**src/hdl/mlfq_pkg.sv**
```systemverilog
// Shared types and constants of the multilevel feedback queue scheduler.
// Used by the front end, back end, top level and testbench; depends on nothing.
`timescale 1ns / 1ps

package mlfq_pkg;

   localparam int KIND_W   = 3;
   localparam int TID_W    = 6;
   localparam int LVL_W    = 3;
   localparam int SLICE_W  = 23;
   localparam int COUNT_W  = 7;
   localparam int STATUS_W = 2;
   localparam int UNIT_W   = 20;
   localparam int LIMIT_W  = 7;
   localparam int ADDR_W   = 3;
   localparam int DATA_W   = 32;

   localparam logic [KIND_W-1:0] KIND_CREATE = 3'd0;
   localparam logic [KIND_W-1:0] KIND_EXPIRE = 3'd1;
   localparam logic [KIND_W-1:0] KIND_YIELD  = 3'd2;
   localparam logic [KIND_W-1:0] KIND_EXIT   = 3'd3;
   localparam logic [KIND_W-1:0] KIND_JOIN   = 3'd4;

   localparam logic [STATUS_W-1:0] STATUS_OK       = 2'd0;
   localparam logic [STATUS_W-1:0] STATUS_FULL     = 2'd1;
   localparam logic [STATUS_W-1:0] STATUS_NONE     = 2'd2;
   localparam logic [STATUS_W-1:0] STATUS_NOT_TERM = 2'd3;

   localparam logic REG_SLICE_UNIT   = 1'b0;
   localparam logic REG_THREAD_LIMIT = 1'b1;

   localparam logic [UNIT_W-1:0]  SLICE_UNIT_RESET   = 20'd25000;
   localparam logic [LIMIT_W-1:0] THREAD_LIMIT_RESET = 7'd64;

   typedef enum logic [2:0] {
      OP_CREATE = 3'd0,
      OP_EXPIRE = 3'd1,
      OP_YIELD  = 3'd2,
      OP_EXIT   = 3'd3,
      OP_JOIN   = 3'd4
   } op_type;

   typedef struct packed {
      logic [KIND_W-1:0] kind;
      logic [TID_W-1:0]  target_thread;
   } req_type;

   typedef struct packed {
      logic [STATUS_W-1:0] status;
      logic [TID_W-1:0]    thread_id;
      logic [LVL_W-1:0]    level;
      logic [SLICE_W-1:0]  slice_length;
      logic [COUNT_W-1:0]  active_count;
   } rsp_type;

   typedef struct packed {
      op_type           op;
      logic [TID_W-1:0] target;
   } cmd_type;

endpackage

```
**src/hdl/mlfq_ram.sv**
```systemverilog
// Generic single-port-write, single-port-read RAM with registered read data.
// Holds the per-slot queue links; depends on nothing.
`timescale 1ns / 1ps

module mlfq_ram #(
   parameter int WIDTH = 6,
   parameter int DEPTH = 64
) (
   input  logic                     clock,
   input  logic                     wr_en,
   input  logic [$clog2(DEPTH)-1:0] wr_addr,
   input  logic [WIDTH-1:0]         wr_data,
   input  logic [$clog2(DEPTH)-1:0] rd_addr,
   output logic [WIDTH-1:0]         rd_data
);

   logic [WIDTH-1:0] mem_ff [DEPTH];
   logic [WIDTH-1:0] rd_data_ff;

   always_ff @(posedge clock) begin
      if (wr_en) begin
         mem_ff[wr_addr] <= wr_data;
      end
      rd_data_ff <= mem_ff[rd_addr];
   end

   assign rd_data = rd_data_ff;

endmodule

```
**src/hdl/mlfq_front.sv**
```systemverilog
// Front end: takes event transfers, decodes the kind, drops unknown kinds
// and holds decoded commands in a two-entry queue. Depends on mlfq_pkg.
`timescale 1ns / 1ps

module mlfq_front (
   input  logic              clock,
   input  logic              reset,
   input  logic              req_valid,
   output logic              req_ready,
   input  mlfq_pkg::req_type req_data,
   output logic              cmd_valid,
   input  logic              cmd_ready,
   output mlfq_pkg::cmd_type cmd
);

   localparam int DEPTH = 2;
   localparam int PW    = $clog2(DEPTH);
   localparam int CW    = $clog2(DEPTH + 1);

   mlfq_pkg::cmd_type entry_ff [DEPTH];
   mlfq_pkg::cmd_type entry_in [DEPTH];
   logic [PW-1:0]     wr_ptr_ff, wr_ptr_in;
   logic [PW-1:0]     rd_ptr_ff, rd_ptr_in;
   logic [CW-1:0]     count_ff, count_in;
   logic              known;
   mlfq_pkg::op_type  op;
   logic              push, pop;

   always_comb begin
      known = 1'b1;
      op    = mlfq_pkg::OP_CREATE;
      unique case (req_data.kind)
         mlfq_pkg::KIND_CREATE: op = mlfq_pkg::OP_CREATE;
         mlfq_pkg::KIND_EXPIRE: op = mlfq_pkg::OP_EXPIRE;
         mlfq_pkg::KIND_YIELD:  op = mlfq_pkg::OP_YIELD;
         mlfq_pkg::KIND_EXIT:   op = mlfq_pkg::OP_EXIT;
         mlfq_pkg::KIND_JOIN:   op = mlfq_pkg::OP_JOIN;
         default:               known = 1'b0;
      endcase
   end

   assign req_ready = (count_ff != CW'(DEPTH));
   assign cmd_valid = (count_ff != '0);
   assign cmd       = entry_ff[rd_ptr_ff];
   assign push      = req_valid && req_ready && known;
   assign pop       = cmd_valid && cmd_ready;

   always_comb begin
      entry_in  = entry_ff;
      wr_ptr_in = wr_ptr_ff;
      rd_ptr_in = rd_ptr_ff;
      count_in  = count_ff;
      if (push) begin
         entry_in[wr_ptr_ff].op     = op;
         entry_in[wr_ptr_ff].target = req_data.target_thread;
         wr_ptr_in                  = wr_ptr_ff + PW'(1);
      end
      if (pop) begin
         rd_ptr_in = rd_ptr_ff + PW'(1);
      end
      case ({push, pop})
         2'b10:   count_in = count_ff + CW'(1);
         2'b01:   count_in = count_ff - CW'(1);
         default: count_in = count_ff;
      endcase
   end

   always_ff @(posedge clock) begin
      entry_ff <= entry_in;
      if (reset) begin
         wr_ptr_ff <= '0;
         rd_ptr_ff <= '0;
         count_ff  <= '0;
      end else begin
         wr_ptr_ff <= wr_ptr_in;
         rd_ptr_ff <= rd_ptr_in;
         count_ff  <= count_in;
      end
   end

endmodule

```
**src/hdl/mlfq_back.sv**
```systemverilog
// Back end: sequencer that carries out one scheduling command at a time on the
// level queues, slot flags and link RAM, and drives the result register.
// Depends on mlfq_pkg and mlfq_ram.
`timescale 1ns / 1ps

module mlfq_back #(
   parameter int LEVELS = 5,
   parameter int SLOTS  = 64
) (
   input  logic                          clock,
   input  logic                          reset,
   input  logic                          cmd_valid,
   output logic                          cmd_ready,
   input  mlfq_pkg::cmd_type             cmd,
   input  logic [mlfq_pkg::UNIT_W-1:0]   slice_unit,
   input  logic [mlfq_pkg::LIMIT_W-1:0]  thread_limit,
   output logic                          rsp_valid,
   input  logic                          rsp_ready,
   output mlfq_pkg::rsp_type             rsp_data
);

   localparam int SLOT_W = $clog2(SLOTS);
   localparam int LW     = $clog2(LEVELS);
   localparam int GROUP  = 8;
   localparam int POS_W  = $clog2(GROUP);
   localparam int GROUPS = (SLOTS + GROUP - 1) / GROUP;
   localparam int GW     = (GROUPS > 1) ? $clog2(GROUPS) : 1;
   localparam int TW     = ((SLOT_W > mlfq_pkg::TID_W) ? SLOT_W : mlfq_pkg::TID_W) + 1;
   localparam int PROD_W = LW + 1 + mlfq_pkg::UNIT_W;
   localparam logic [LW-1:0] LAST_LEVEL = LW'(LEVELS - 1);
   localparam logic [GW-1:0] LAST_GROUP = GW'(GROUPS - 1);

   typedef enum logic [8:0] {
      ST_IDLE     = 9'b000000001,
      ST_SEARCH   = 9'b000000010,
      ST_CREATE   = 9'b000000100,
      ST_REFUSE   = 9'b000001000,
      ST_LINK_RD  = 9'b000010000,
      ST_POP      = 9'b000100000,
      ST_PUSH     = 9'b001000000,
      ST_DISPATCH = 9'b010000000,
      ST_JOIN     = 9'b100000000
   } state_type;

   state_type                      state_ff, state_in;
   mlfq_pkg::op_type               op_ff, op_in;
   logic [mlfq_pkg::TID_W-1:0]     target_ff, target_in;
   logic [SLOT_W-1:0]              head_ff [LEVELS];
   logic [SLOT_W-1:0]              head_in [LEVELS];
   logic [SLOT_W-1:0]              tail_ff [LEVELS];
   logic [SLOT_W-1:0]              tail_in [LEVELS];
   logic [LEVELS-1:0]              occ_ff, occ_in;
   logic [SLOTS-1:0]               free_ff, free_in;
   logic [SLOTS-1:0]               term_ff, term_in;
   logic [SLOT_W-1:0]              cur_ff, cur_in;
   logic [LW-1:0]                  cur_level_ff, cur_level_in;
   logic                           running_ff, running_in;
   logic [mlfq_pkg::COUNT_W-1:0]   created_ff, created_in;
   logic [GW-1:0]                  group_ff, group_in;
   logic [SLOT_W-1:0]              slot_ff, slot_in;
   logic                           rsp_valid_ff, rsp_valid_in;
   mlfq_pkg::rsp_type              rsp_ff, rsp_in;

   logic                           out_free;
   logic [LW-1:0]                  head_idx, tail_idx;
   logic [SLOT_W-1:0]              head_rd, tail_rd;
   logic                           disp_found;
   logic [LW-1:0]                  disp_lv;
   logic [LW:0]                    lv_step;
   logic [PROD_W-1:0]              slice_prod;
   logic [GROUPS*GROUP-1:0]        free_pad;
   logic [GROUP-1:0]               chunk;
   logic                           chunk_any;
   logic [POS_W-1:0]               chunk_pos;
   logic [GW+POS_W-1:0]            found_wide;
   logic [TW-1:0]                  tgt_ext;
   logic [SLOT_W-1:0]              tgt_idx;
   logic                           join_ok;
   logic                           link_we;
   logic [SLOT_W-1:0]              link_wdata;
   logic [SLOT_W-1:0]              link_rdata;

   function automatic mlfq_pkg::rsp_type pack_rsp(
      input logic [mlfq_pkg::STATUS_W-1:0] status,
      input logic [mlfq_pkg::TID_W-1:0]    thread_id,
      input logic [mlfq_pkg::LVL_W-1:0]    level,
      input logic [mlfq_pkg::SLICE_W-1:0]  slice_length,
      input logic [mlfq_pkg::COUNT_W-1:0]  active_count
   );
      mlfq_pkg::rsp_type r;
      r.status       = status;
      r.thread_id    = thread_id;
      r.level        = level;
      r.slice_length = slice_length;
      r.active_count = active_count;
      return r;
   endfunction

   assign cmd_ready = (state_ff == ST_IDLE);
   assign out_free  = !rsp_valid_ff || rsp_ready;
   assign rsp_valid = rsp_valid_ff;
   assign rsp_data  = rsp_ff;

   assign head_idx   = (state_ff == ST_DISPATCH) ? disp_lv : cur_level_ff;
   assign tail_idx   = (state_ff == ST_CREATE) ? '0 : cur_level_ff;
   assign head_rd    = head_ff[head_idx];
   assign tail_rd    = tail_ff[tail_idx];
   assign link_wdata = (state_ff == ST_CREATE) ? slot_ff : cur_ff;

   always_comb begin
      disp_found = 1'b0;
      disp_lv    = '0;
      for (int i = LEVELS - 1; i >= 0; i--) begin
         if (occ_ff[i]) begin
            disp_found = 1'b1;
            disp_lv    = LW'(i);
         end
      end
   end

   assign lv_step    = (LW + 1)'(disp_lv) + (LW + 1)'(1);
   assign slice_prod = PROD_W'(lv_step) * PROD_W'(slice_unit);

   assign free_pad  = (GROUPS * GROUP)'(free_ff);
   assign chunk     = free_pad[group_ff * GROUP +: GROUP];
   assign chunk_any = |chunk;

   always_comb begin
      chunk_pos = '0;
      for (int i = GROUP - 1; i >= 0; i--) begin
         if (chunk[i]) begin
            chunk_pos = POS_W'(i);
         end
      end
   end

   assign found_wide = {group_ff, chunk_pos};
   assign tgt_ext    = TW'(target_ff);
   assign tgt_idx    = tgt_ext[SLOT_W-1:0];
   assign join_ok    = (tgt_ext < TW'(SLOTS)) && term_ff[tgt_idx];

   mlfq_ram #(
      .WIDTH (SLOT_W),
      .DEPTH (SLOTS)
   ) u_link_ram (
      .clock   (clock),
      .wr_en   (link_we),
      .wr_addr (tail_rd),
      .wr_data (link_wdata),
      .rd_addr (cur_ff),
      .rd_data (link_rdata)
   );

   always_comb begin
      state_in     = state_ff;
      op_in        = op_ff;
      target_in    = target_ff;
      head_in      = head_ff;
      tail_in      = tail_ff;
      occ_in       = occ_ff;
      free_in      = free_ff;
      term_in      = term_ff;
      cur_in       = cur_ff;
      cur_level_in = cur_level_ff;
      running_in   = running_ff;
      created_in   = created_ff;
      group_in     = group_ff;
      slot_in      = slot_ff;
      rsp_valid_in = rsp_valid_ff && !rsp_ready;
      rsp_in       = rsp_ff;
      link_we      = 1'b0;

      unique case (state_ff)
         ST_IDLE: begin
            if (cmd_valid) begin
               op_in     = cmd.op;
               target_in = cmd.target;
               group_in  = '0;
               unique case (cmd.op) inside
                  mlfq_pkg::OP_CREATE: begin
                     state_in = (created_ff < thread_limit) ? ST_SEARCH : ST_REFUSE;
                  end
                  mlfq_pkg::OP_EXPIRE, mlfq_pkg::OP_YIELD, mlfq_pkg::OP_EXIT: begin
                     state_in = running_ff ? ST_LINK_RD : ST_DISPATCH;
                  end
                  mlfq_pkg::OP_JOIN: state_in = ST_JOIN;
                  default:           state_in = ST_IDLE;
               endcase
            end
         end
         ST_SEARCH: begin
            if (chunk_any) begin
               slot_in  = found_wide[SLOT_W-1:0];
               state_in = ST_CREATE;
            end else if (group_ff == LAST_GROUP) begin
               state_in = ST_REFUSE;
            end else begin
               group_in = group_ff + GW'(1);
            end
         end
         ST_CREATE: begin
            if (out_free) begin
               free_in[slot_ff] = 1'b0;
               if (occ_ff[0]) begin
                  link_we    = 1'b1;
                  tail_in[0] = slot_ff;
               end else begin
                  head_in[0] = slot_ff;
                  tail_in[0] = slot_ff;
                  occ_in[0]  = 1'b1;
               end
               created_in   = created_ff + mlfq_pkg::COUNT_W'(1);
               rsp_valid_in = 1'b1;
               rsp_in       = pack_rsp(mlfq_pkg::STATUS_OK, mlfq_pkg::TID_W'(slot_ff),
                                       '0, '0, created_ff + mlfq_pkg::COUNT_W'(1));
               state_in     = ST_IDLE;
            end
         end
         ST_REFUSE: begin
            if (out_free) begin
               rsp_valid_in = 1'b1;
               rsp_in       = pack_rsp(mlfq_pkg::STATUS_FULL, '0, '0, '0, created_ff);
               state_in     = ST_IDLE;
            end
         end
         ST_LINK_RD: begin
            state_in = ST_POP;
         end
         ST_POP: begin
            if (head_rd == tail_rd) begin
               occ_in[cur_level_ff] = 1'b0;
            end else begin
               head_in[cur_level_ff] = link_rdata;
            end
            running_in = 1'b0;
            if (op_ff == mlfq_pkg::OP_EXIT) begin
               term_in[cur_ff] = 1'b1;
               state_in        = ST_DISPATCH;
            end else begin
               if (op_ff == mlfq_pkg::OP_YIELD || cur_level_ff == LAST_LEVEL) begin
                  cur_level_in = LAST_LEVEL;
               end else begin
                  cur_level_in = cur_level_ff + LW'(1);
               end
               state_in = ST_PUSH;
            end
         end
         ST_PUSH: begin
            if (occ_ff[cur_level_ff]) begin
               link_we               = 1'b1;
               tail_in[cur_level_ff] = cur_ff;
            end else begin
               head_in[cur_level_ff] = cur_ff;
               tail_in[cur_level_ff] = cur_ff;
               occ_in[cur_level_ff]  = 1'b1;
            end
            state_in = ST_DISPATCH;
         end
         ST_DISPATCH: begin
            if (out_free) begin
               rsp_valid_in = 1'b1;
               if (disp_found) begin
                  cur_in       = head_rd;
                  cur_level_in = disp_lv;
                  running_in   = 1'b1;
                  rsp_in       = pack_rsp(mlfq_pkg::STATUS_OK, mlfq_pkg::TID_W'(head_rd),
                                          mlfq_pkg::LVL_W'(disp_lv),
                                          mlfq_pkg::SLICE_W'(slice_prod), created_ff);
               end else begin
                  rsp_in = pack_rsp(mlfq_pkg::STATUS_NONE, '0, '0, '0, created_ff);
               end
               state_in = ST_IDLE;
            end
         end
         ST_JOIN: begin
            if (out_free) begin
               rsp_valid_in = 1'b1;
               if (join_ok) begin
                  term_in[tgt_idx] = 1'b0;
                  free_in[tgt_idx] = 1'b1;
                  created_in       = (created_ff != '0) ?
                                     created_ff - mlfq_pkg::COUNT_W'(1) : '0;
                  rsp_in           = pack_rsp(mlfq_pkg::STATUS_OK, target_ff, '0, '0,
                                              (created_ff != '0) ?
                                              created_ff - mlfq_pkg::COUNT_W'(1) : '0);
               end else begin
                  rsp_in = pack_rsp(mlfq_pkg::STATUS_NOT_TERM, target_ff, '0, '0,
                                    created_ff);
               end
               state_in = ST_IDLE;
            end
         end
         default: state_in = ST_IDLE;
      endcase
   end

   always_ff @(posedge clock) begin
      op_ff     <= op_in;
      target_ff <= target_in;
      group_ff  <= group_in;
      slot_ff   <= slot_in;
      rsp_ff    <= rsp_in;
      if (reset) begin
         state_ff     <= ST_IDLE;
         head_ff      <= '{default: '0};
         tail_ff      <= '{default: '0};
         occ_ff       <= LEVELS'(1);
         free_ff      <= {{(SLOTS - 1){1'b1}}, 1'b0};
         term_ff      <= '0;
         cur_ff       <= '0;
         cur_level_ff <= '0;
         running_ff   <= 1'b1;
         created_ff   <= '0;
         rsp_valid_ff <= 1'b0;
      end else begin
         state_ff     <= state_in;
         head_ff      <= head_in;
         tail_ff      <= tail_in;
         occ_ff       <= occ_in;
         free_ff      <= free_in;
         term_ff      <= term_in;
         cur_ff       <= cur_in;
         cur_level_ff <= cur_level_in;
         running_ff   <= running_in;
         created_ff   <= created_in;
         rsp_valid_ff <= rsp_valid_in;
      end
   end

endmodule

```
**src/hdl/mlfq_thread_scheduler.sv**
```systemverilog
// Top level of the multilevel feedback queue thread scheduler: APB register
// file, front end, back end and checks. Depends on mlfq_pkg, mlfq_front, mlfq_back.
`timescale 1ns / 1ps

// Usage
//  req channel: one scheduling event per transfer (kind, target_thread).
//    Kinds 5 to 7 are taken and dropped without a result.
//  rsp channel: one result per known event, in event order.
//  APB port: slice_unit at 0x0, thread_limit at 0x4; write only while idle.
//  A two-entry command queue sits between the event decoder and the
//  sequencer, so events are taken while a result waits to be transferred.
//  Sequencer states per event: join JOIN; create at the thread limit
//  REFUSE; dispatch with no running thread DISPATCH; exit LINK_RD, POP,
//  DISPATCH; slice expiry and yield LINK_RD (registered read of the link
//  RAM before the requeue), POP, PUSH, DISPATCH; create SEARCH, one group
//  of eight slots per step for the lowest free slot, then CREATE or REFUSE.
//  Reset: slot 0 runs at level 0, all other slots free, no thread counted,
//  registers at their reset values. No clearing pass.
//  A stalled rsp receiver holds the result register; the sequencer waits on
//  it and the queue fills, after which req_ready drops.
module mlfq_thread_scheduler #(
   parameter int LEVELS = 5,
   parameter int SLOTS  = 64
) (
   input  logic                          clock,
   input  logic                          reset,
   input  logic                          req_valid,
   output logic                          req_ready,
   input  mlfq_pkg::req_type             req_data,
   output logic                          rsp_valid,
   input  logic                          rsp_ready,
   output mlfq_pkg::rsp_type             rsp_data,
   input  logic                          psel,
   input  logic                          penable,
   input  logic                          pwrite,
   input  logic [mlfq_pkg::ADDR_W-1:0]   paddr,
   input  logic [mlfq_pkg::DATA_W-1:0]   pwdata,
   output logic [mlfq_pkg::DATA_W-1:0]   prdata,
   output logic                          pready
);

   logic [mlfq_pkg::UNIT_W-1:0]  slice_unit_ff, slice_unit_in;
   logic [mlfq_pkg::LIMIT_W-1:0] thread_limit_ff, thread_limit_in;
   logic                         reg_index;
   logic                         cfg_write;
   logic                         cmd_valid;
   logic                         cmd_ready;
   mlfq_pkg::cmd_type            cmd;

   assign pready    = 1'b1;
   assign reg_index = paddr[2];
   assign cfg_write = psel && penable && pwrite && pready;

   always_comb begin
      slice_unit_in   = slice_unit_ff;
      thread_limit_in = thread_limit_ff;
      prdata          = '0;
      unique case (reg_index)
         mlfq_pkg::REG_SLICE_UNIT: begin
            prdata = mlfq_pkg::DATA_W'(slice_unit_ff);
            if (cfg_write) begin
               slice_unit_in = pwdata[mlfq_pkg::UNIT_W-1:0];
            end
         end
         mlfq_pkg::REG_THREAD_LIMIT: begin
            prdata = mlfq_pkg::DATA_W'(thread_limit_ff);
            if (cfg_write) begin
               thread_limit_in = pwdata[mlfq_pkg::LIMIT_W-1:0];
            end
         end
      endcase
   end

   always_ff @(posedge clock) begin
      if (reset) begin
         slice_unit_ff   <= mlfq_pkg::SLICE_UNIT_RESET;
         thread_limit_ff <= mlfq_pkg::THREAD_LIMIT_RESET;
      end else begin
         slice_unit_ff   <= slice_unit_in;
         thread_limit_ff <= thread_limit_in;
      end
   end

   mlfq_front u_front (
      .clock     (clock),
      .reset     (reset),
      .req_valid (req_valid),
      .req_ready (req_ready),
      .req_data  (req_data),
      .cmd_valid (cmd_valid),
      .cmd_ready (cmd_ready),
      .cmd       (cmd)
   );

   mlfq_back #(
      .LEVELS (LEVELS),
      .SLOTS  (SLOTS)
   ) u_back (
      .clock        (clock),
      .reset        (reset),
      .cmd_valid    (cmd_valid),
      .cmd_ready    (cmd_ready),
      .cmd          (cmd),
      .slice_unit   (slice_unit_ff),
      .thread_limit (thread_limit_ff),
      .rsp_valid    (rsp_valid),
      .rsp_ready    (rsp_ready),
      .rsp_data     (rsp_data)
   );

   a_full_queue_offers: assert property (@(posedge clock) disable iff (reset)
      !req_ready |-> cmd_valid)
      else $error("event queue full but no command offered to sequencer");

   a_busy_after_take: assert property (@(posedge clock) disable iff (reset)
      cmd_valid && cmd_ready |=> !cmd_ready)
      else $error("sequencer took a command and stayed idle");

   a_result_from_work: assert property (@(posedge clock) disable iff (reset)
      $rose(rsp_valid) |-> !$past(cmd_ready))
      else $error("result raised while sequencer was idle");

endmodule

```
**config.mk**
```make
export PLATFORM = sky130hd
export DESIGN_NAME = mlfq_thread_scheduler
export DESIGN_NICKNAME = d
export VERILOG_FILES = /design/src/hdl/mlfq_pkg.sv /design/src/hdl/mlfq_ram.sv /design/src/hdl/mlfq_front.sv /design/src/hdl/mlfq_back.sv /design/src/hdl/mlfq_thread_scheduler.sv
export SDC_FILE = /design/constraint.sdc
export NUM_CORES = 1
export LEC_CHECK = 0
export ABC_AREA = 1
export BUFFER_PORTS_ARGS = -buffer_cell sky130_fd_sc_hd__buf_2
export CORE_UTILIZATION = 50
export CTS_CLUSTER_DIAMETER = 80
export DETAILED_ROUTE_END_ITERATION = 7
export PLACE_DENSITY_LB_ADDON = 0.05
export SKIP_LAST_GASP = 1
export SYNTH_ARGS = -nofsm -noshare
export SYNTH_HDL_FRONTEND = slang
export SYNTH_HIERARCHICAL = 1
export SYNTH_SLANG_ARGS = --single-unit
```
**constraint.sdc**
```tcl
create_clock -name clock -period 8.9 [get_ports clock]
set_input_delay 1.78 -clock clock [delete_from_list [all_inputs] [get_ports clock]]
set_output_delay 1.78 -clock clock [all_outputs]
set_load 0.01 [all_outputs]
```
==> results.toml, run 1 <==
[place]
dp_hpwl_um = 65850
place_area_mm2 = 0.03860
routabilityCongestion = 0.8776
portBuffers = 99

[synth]
synthDistinctLibCells = 60
synth_xor_area_frac = 0.002335
synth_fa_ha_area_frac = 0.03289
syn_inst = 4609
synthTopCellsByArea = "edfxtp_1 (37%), dfxtp_1 (14%), nand2_1 (12%)"
synth.cell_area_mm2 = 0.03751
synth.avg_cell_area_um2 = 8.138
muxShareOfSynthArea = 0
async_flop_share = 0
synth_top_family_by_area = "simple AND/OR/NAND/NOR gates"
synth-compound-area-share = 0.1223
synth_seq_cells = 718
yosys_warnings = 6
synthSimpleGateAreaFrac = 0.2511
synth_edf_count = 461
yosysSeqAreaShare = 0.5062
synth_commonest_cells = "nand2_1 (1167), nand3_1 (503), inv_1 (488)"
synth-main-ff-cell = "edfxtp_1"
yosysMostFrequentCell = "nand2_1"
synth_area_leader_cell = "edfxtp_1"
synth.top_cell.area_share = 0.3691

[global_routing]
antenna_found_initial = 0
grt_usage = 0.2798
grt_max_degree = 132
grt_pass1_vias = 29300
overflow = 0
grt_first_pass_wirelength_um = 166500

[route]
vias_per_cell = 5.594
first_pass_iters = 6
drtIter0Drc = 2855
routed_wl_um = 106900
drc = 0
antenna_left = 0
wl_per_cell_um = 18.94
vias = 31570

[timing]
hold_violations = 0
period_minus_slack_ns = 4.815
rsz0062_at_grt = "no"
fmax_mhz = 207.7
setup_viol = 0
skew_ns = 0.03021
relSlewSlack = 0.1476
tns_ns = 0
slew_viol_final = 0
worst_pin_slew_ns = 1.269
min_period_over_period = 0.5410

[worst_setup_path]
critPathMaxFanout = 19
crit_type = "reg2reg"
regToRegEndpoint = "u_back/rsp_data[20]"
r2r_start = "u_back/occ_ff[0]"
crit_end = "u_back/rsp_data[20]"
start_kind = "flop"
ff2ff_path_depth = 20
rrSetupSlack_ns = 4.09
crit_start = "u_back/occ_ff[0]"
critical_path_arrival_ns = 5.29
endpoint_kind = "flop"
crit_required_ns = 9.38

[layout]
areaGrowthSynthToFinish_pct = 10.34
design_area_mm2 = 0.04139
drive_gt1_frac = 0.07766
antenna_cells = 0
finalNetCount = 4738

[clock_tree]
cts_buffer_depth = 3
cts_resized = 0
cts-root-buf = "clkbuf_16"
clk_latency_ns = 0.64
cts_setup_buffers = 0
cts_tree = "done"
h-tree-depth = 3
numClockSinks = 718
numCtsBuffers = 79
cts.clk_slew.worst_paths_ns = 0.06
postCtsHoldBufs = 0

[power_and_ir_drop]
p_leak_nw = 16.98
ir_worst_vdd_v = 0.0001344
power_density_mw_per_mm2 = 202.4

[outcome]
status = "finished clean"

[die]
dieArea_mm2 = 0.07612
core_area_mm2 = 0.07432
start_util = 0.5047
rows = 100
die_w_um = 275.9
ios = 127
fp.dieH_um = 275.9

[hold_path]
min_path_type = "reg2reg"
holdPathStages = 2

[run]
max-cap-violations = 0
worst min-delay path by stage:
stage / from / slack (ns) / to
global placement: u_back/tail_ff[29] / 0.45 / u_back/tail_ff[29]
finish: u_back/tail_ff[29] / 0.46 / u_back/tail_ff[29]
CTS: u_back/tail_ff[18] / 0.46 / u_back/tail_ff[18]
floorplan: u_back/tail_ff[28] / 0.42 / u_back/tail_ff[28]
detailed placement: u_back/tail_ff[18] / 0.45 / u_back/tail_ff[18]
global route: u_back/tail_ff[19] / 0.48 / u_back/tail_ff[19]
placed cells by master, fill, tap and decap left out, drive strengths merged, types with 2 or more instances in the layout:
master and count:
nand2 1175, nand3 510, inv 502, edfxtp 461
o21ai 421, nor2 332, a21oi 266, dfxtp 257
buf 152, nand4 102, clkbuf 102, o211ai 71
nor3 55, ha 41, fa 36, conb 32
clkinv 32, a22oi 15, o22ai 12, a211oi 11
nor4 11, bufinv 10, clkinvlp 8, xor2 8
o21a 7, a31oi 7, a221oi 4, o2111ai 4
o31ai 4, or2 3, nand3b 2, o21bai 2
and2 2, o2bb2ai 2, a2111oi 2, a21o 2
xnor2 2, a21boi 2
area by class of cell:
cell class / count / area [µm²]
fill: 6931 / 32930
tap: 969 / 1212
clock buffer: 102 / 2248
clock inverter: 43 / 536.8
timing repair buffer: 152 / 895.9
inverter: 509 / 1914
sequential: 718 / 19000
multi-input combinational: 3150 / 15580
kinds of logic (layout without fill, tap and decap cells):
kind of cell	Yosys count	count (layout)
adders and majority gates	77	77
AOI/OAI and AO/OA	837	837
DFF	718	718
other	4	32
and+or+nand+nor	2194	2194
buffers and inverters	769	806
xor gates and xnor gates	10	10
layer usage:
metal	track usage	wire length, µm
met3	0.03867	7027
met2	0.4480	49130
met4	0.09138	2958
met5	0	0
met1	0.3912	47780
flip-flops by register name (all words and copies together) (netlist names), 2 cells and up, named ones only:
register / count
u_back/target_ff: 6
u_front/entry_ff: 18
u_back/state_ff: 9
thread_limit_ff: 7
u_back/cur_level_ff: 3
u_back/head_ff: 30
u_back/rsp_data: 41
u_back/cur_ff: 6
u_back/group_ff: 3
u_back/u_link_ram/mem_ff: 384
u_back/created_ff: 7
u_back/free_ff: 64
u_back/op_ff: 3
u_back/term_ff: 64
u_back/tail_ff: 30
u_back/u_link_ram/rd_data: 6
u_back/slot_ff: 6
slice_unit_ff: 20
u_front/count_ff: 2
power breakdown:
part | internal, mW | total [mW] | switching [mW]
Clock | 2.09 | 3.50 | 1.41
Sequential | 3.63 | 3.75 | 0.111
Combinational | 0.292 | 1.14 | 0.843
Total | 6.01 | 8.38 | 2.36
through the flow:
step | power [mW] | worst slack [ns] | util | std cells | hold WS [ns]
final | 8.376 | 4.085 | 0.5569 | 5643 | 0.4575
after global routing | 8.721 | 3.767 | 0.5569 | 5643 | 0.4770
after CTS | 8.422 | 4.091 | 0.5569 | 5643 | 0.4607
after detailed placement | 4.928 | 4.114 | 0.5194 | 5498 | 0.4510
after global placement | 4.920 | 4.141 | 0.5194 | 5498 | 0.4471
after floorplan | 4.552 | 4.498 | - | 4637 | 0.4238
worst max-delay path: stages, from the launching register on:
cell and delay (ns):
dfxtp_1 0.37, nor2_1 0.18, inv_1 0.08, nor2_1 0.21, ha_1 0.21, xor2_1 0.13
buf_4 0.28, nor2_1 0.10, fa_1 0.51, inv_1 0.06, fa_1 0.53, inv_1 0.04
ha_1 0.39, nand2_1 0.08, nor2_1 0.18, a21oi_1 0.15, o21ai_0 0.29, or3b_2 0.48
o211ai_1 0.12, o21ai_0 0.10, a21oi_1 0.19
Power figures use the tool's default switching activity.
==> run 2: changes to the inputs <==
==> constraint.sdc (replaced) <==
create_clock -name clock -period 4.96 [get_ports clock]
set_input_delay 0.992 -clock clock [delete_from_list [all_inputs] [get_ports clock]]
set_output_delay 0.992 -clock clock [all_outputs]
set_load 0.01 [all_outputs]
==> run 2 against run 1 <==
Critical path depth grew 1. Die area is the same. Clock skew grew 0.0060 ns. Setup slack lost 3.7 ns. Critical endpoint is now u_back/rsp_data[27]. Highest routed layer unchanged.
==> results.toml, run 2 (synthesis results as in run 1) <==
[timing]
tns_ns = 0
hold_ws_ns = 0.4472
relSlewSlack = 0.2148
setup_viol = 0
hold_violations = 0
layout_setup_ws_ns = 0.3643
rsz0062_at_grt = "no"
period_minus_slack_ns = 4.596
slew_viol_final = 0
fmax_mhz = 217.6
worst_pin_slew_ns = 1.178
skew_ns = 0.03620
min_period_over_period = 0.9265

[hold_path]
worstHoldStart = "u_back/tail_ff[29]"
min_path_type = "reg2reg"
min_to = "u_back/tail_ff[29]"
holdPathStages = 2

[layout]
antenna_cells = 0
final_util = 0.5594
layout_commonest_cell = "nand2_1"
fin_cells = 5667
largest_reg_flops = 384
reg_top3 = "u_back/u_link_ram/mem_ff: 384 flops, u_back/free_ff: 64 flops, u_back/term_ff: 64 flops"
finalNetCount = 4760
areaGrowthSynthToFinish_pct = 10.84
regMostFlops = "u_back/u_link_ram/mem_ff"
layout_common_cells = "nand2_1 (1165), nand3_1 (503), inv_1 (487), edfxtp_1 (461), o21ai_0 (406)"
drive_gt1_frac = 0.08110

[place]
dp_hpwl_um = 67800
post-place-ws_ns = 0.2430
portBuffers = 99
dp_cells = 5520
routabilityCongestion = 0.8483

[run]
max-cap-violations = 0

[die]
die_w_um = 275.9
core_area_mm2 = 0.07432
rows = 100
fp.dieH_um = 275.9
ios = 127
dieArea_mm2 = 0.07612
start_util = 0.5047

[route]
vias_per_cell = 5.615
antenna_left = 0
vias = 31820
first_pass_iters = 6
routed_wl_um = 109100
wl_per_cell_um = 19.25
drtIter0Drc = 3251
drc = 0

[power_and_ir_drop]
ir_worst_vdd_v = 0.0002432
power_density_mw_per_mm2 = 360.4
p_leak_nw = 17.08

[clock_tree]
clk_latency_ns = 0.66
numCtsBuffers = 79
cts_tree = "done"
cts-root-buf = "clkbuf_16"
cts.clk_slew.worst_paths_ns = 0.06
cts_setup_buffers = 0
numClockSinks = 718
cts_buffer_depth = 3
h-tree-depth = 3

[worst_setup_path]
r2r_start = "u_back/occ_ff[0]"
crit_type = "reg2reg"
start_kind = "flop"
ff2ff_path_depth = 21
critical_path_arrival_ns = 4.99
regToRegEndpoint = "u_back/rsp_data[27]"
crit_required_ns = 5.36
rrSetupSlack_ns = 0.36
endpoint_kind = "flop"
critPathMaxFanout = 19

[global_routing]
antenna_found_initial = 0
grt_max_degree = 132
overflow = 0
grt_usage = 0.2838
grt_pass1_vias = 29420
grt_first_pass_wirelength_um = 168300

[outcome]
status = "finished clean"
[run 2: changes by cell type in the layout (fill, tap and decap cells not counted), sizes merged]
cell	before	now
buf	152	174
clkbuf	102	105
clkinvlp	8	5
bufinv	10	8
clkinv	32	34
inv	502	504
[run 2: metrics by stage]
step	total power, mW	cell area (µm²)
finish	14.98	41570
global route	15.57	41570
CTS	15.06	41570
detailed placement	8.903	38800
global placement	8.883	38800
floorplan	8.167	37610
[run 2: area by class of cell]
cell class	count	area, µm²
Tap cell	969	1212
Fill cell	6949	32750
Sequential cell	718	19000
Multi-Input combinational cell	3150	15590
Clock buffer	105	2185
Timing Repair Buffer	174	1090
Clock inverter	42	584.3
Inverter	509	1917
[run 2: worst max path at each step]
stage	start	to	slack, ns	depth (start not counted)
floorplan	u_back/state_ff[6]	u_back/u_link_ram/mem_ff[0][0]	0.56	7
global placement	u_back/occ_ff[0]	u_back/rsp_data[20]	0.35	20
detailed placement	u_back/occ_ff[0]	u_back/rsp_data[20]	0.24	20
CTS	u_back/occ_ff[0]	u_back/rsp_data[20]	0.21	20
global route	u_back/occ_ff[0]	u_back/rsp_data[27]	0.05	21
finish	u_back/occ_ff[0]	u_back/rsp_data[27]	0.36	21
[run 2: critical path, cell delays in order, from the launching register on]
cell and delay [ns]:
dfxtp_1 0.36, nor2_1 0.18, inv_1 0.09, nor2_2 0.15, ha_1 0.19, xor2_1 0.17
buf_6 0.22, nor2_1 0.08, fa_1 0.50, inv_1 0.05, fa_1 0.52, inv_1 0.04
ha_1 0.36, a21oi_1 0.17, nand2_1 0.15, a21oi_1 0.25, inv_1 0.10, nand2_1 0.07
nand2_1 0.08, a21oi_1 0.23, o21ai_0 0.15, o21a_1 0.19
[run 2: per-layer routing]
metal	GRT usage	routed length (µm)	vias up
met5	0	0	-
met4	0.08285	2396	0
met3	0.03494	6845	177
met2	0.4584	50820	1103
met1	0.4002	49010	15030
li1	-	-	15510
[run 2: repair_timing]
item | in CTS | in global routing
hold buffers | 0 | 0
gates resized for setup | 0 | 3
endpoints found under the setup margin | 0 | 2
[run 2: power by group]
group | total, mW | switching, mW | internal, mW
clock | 6.16 | 2.58 | 3.58
sequential | 6.70 | 0.178 | 6.52
combinational | 2.12 | 1.58 | 0.543
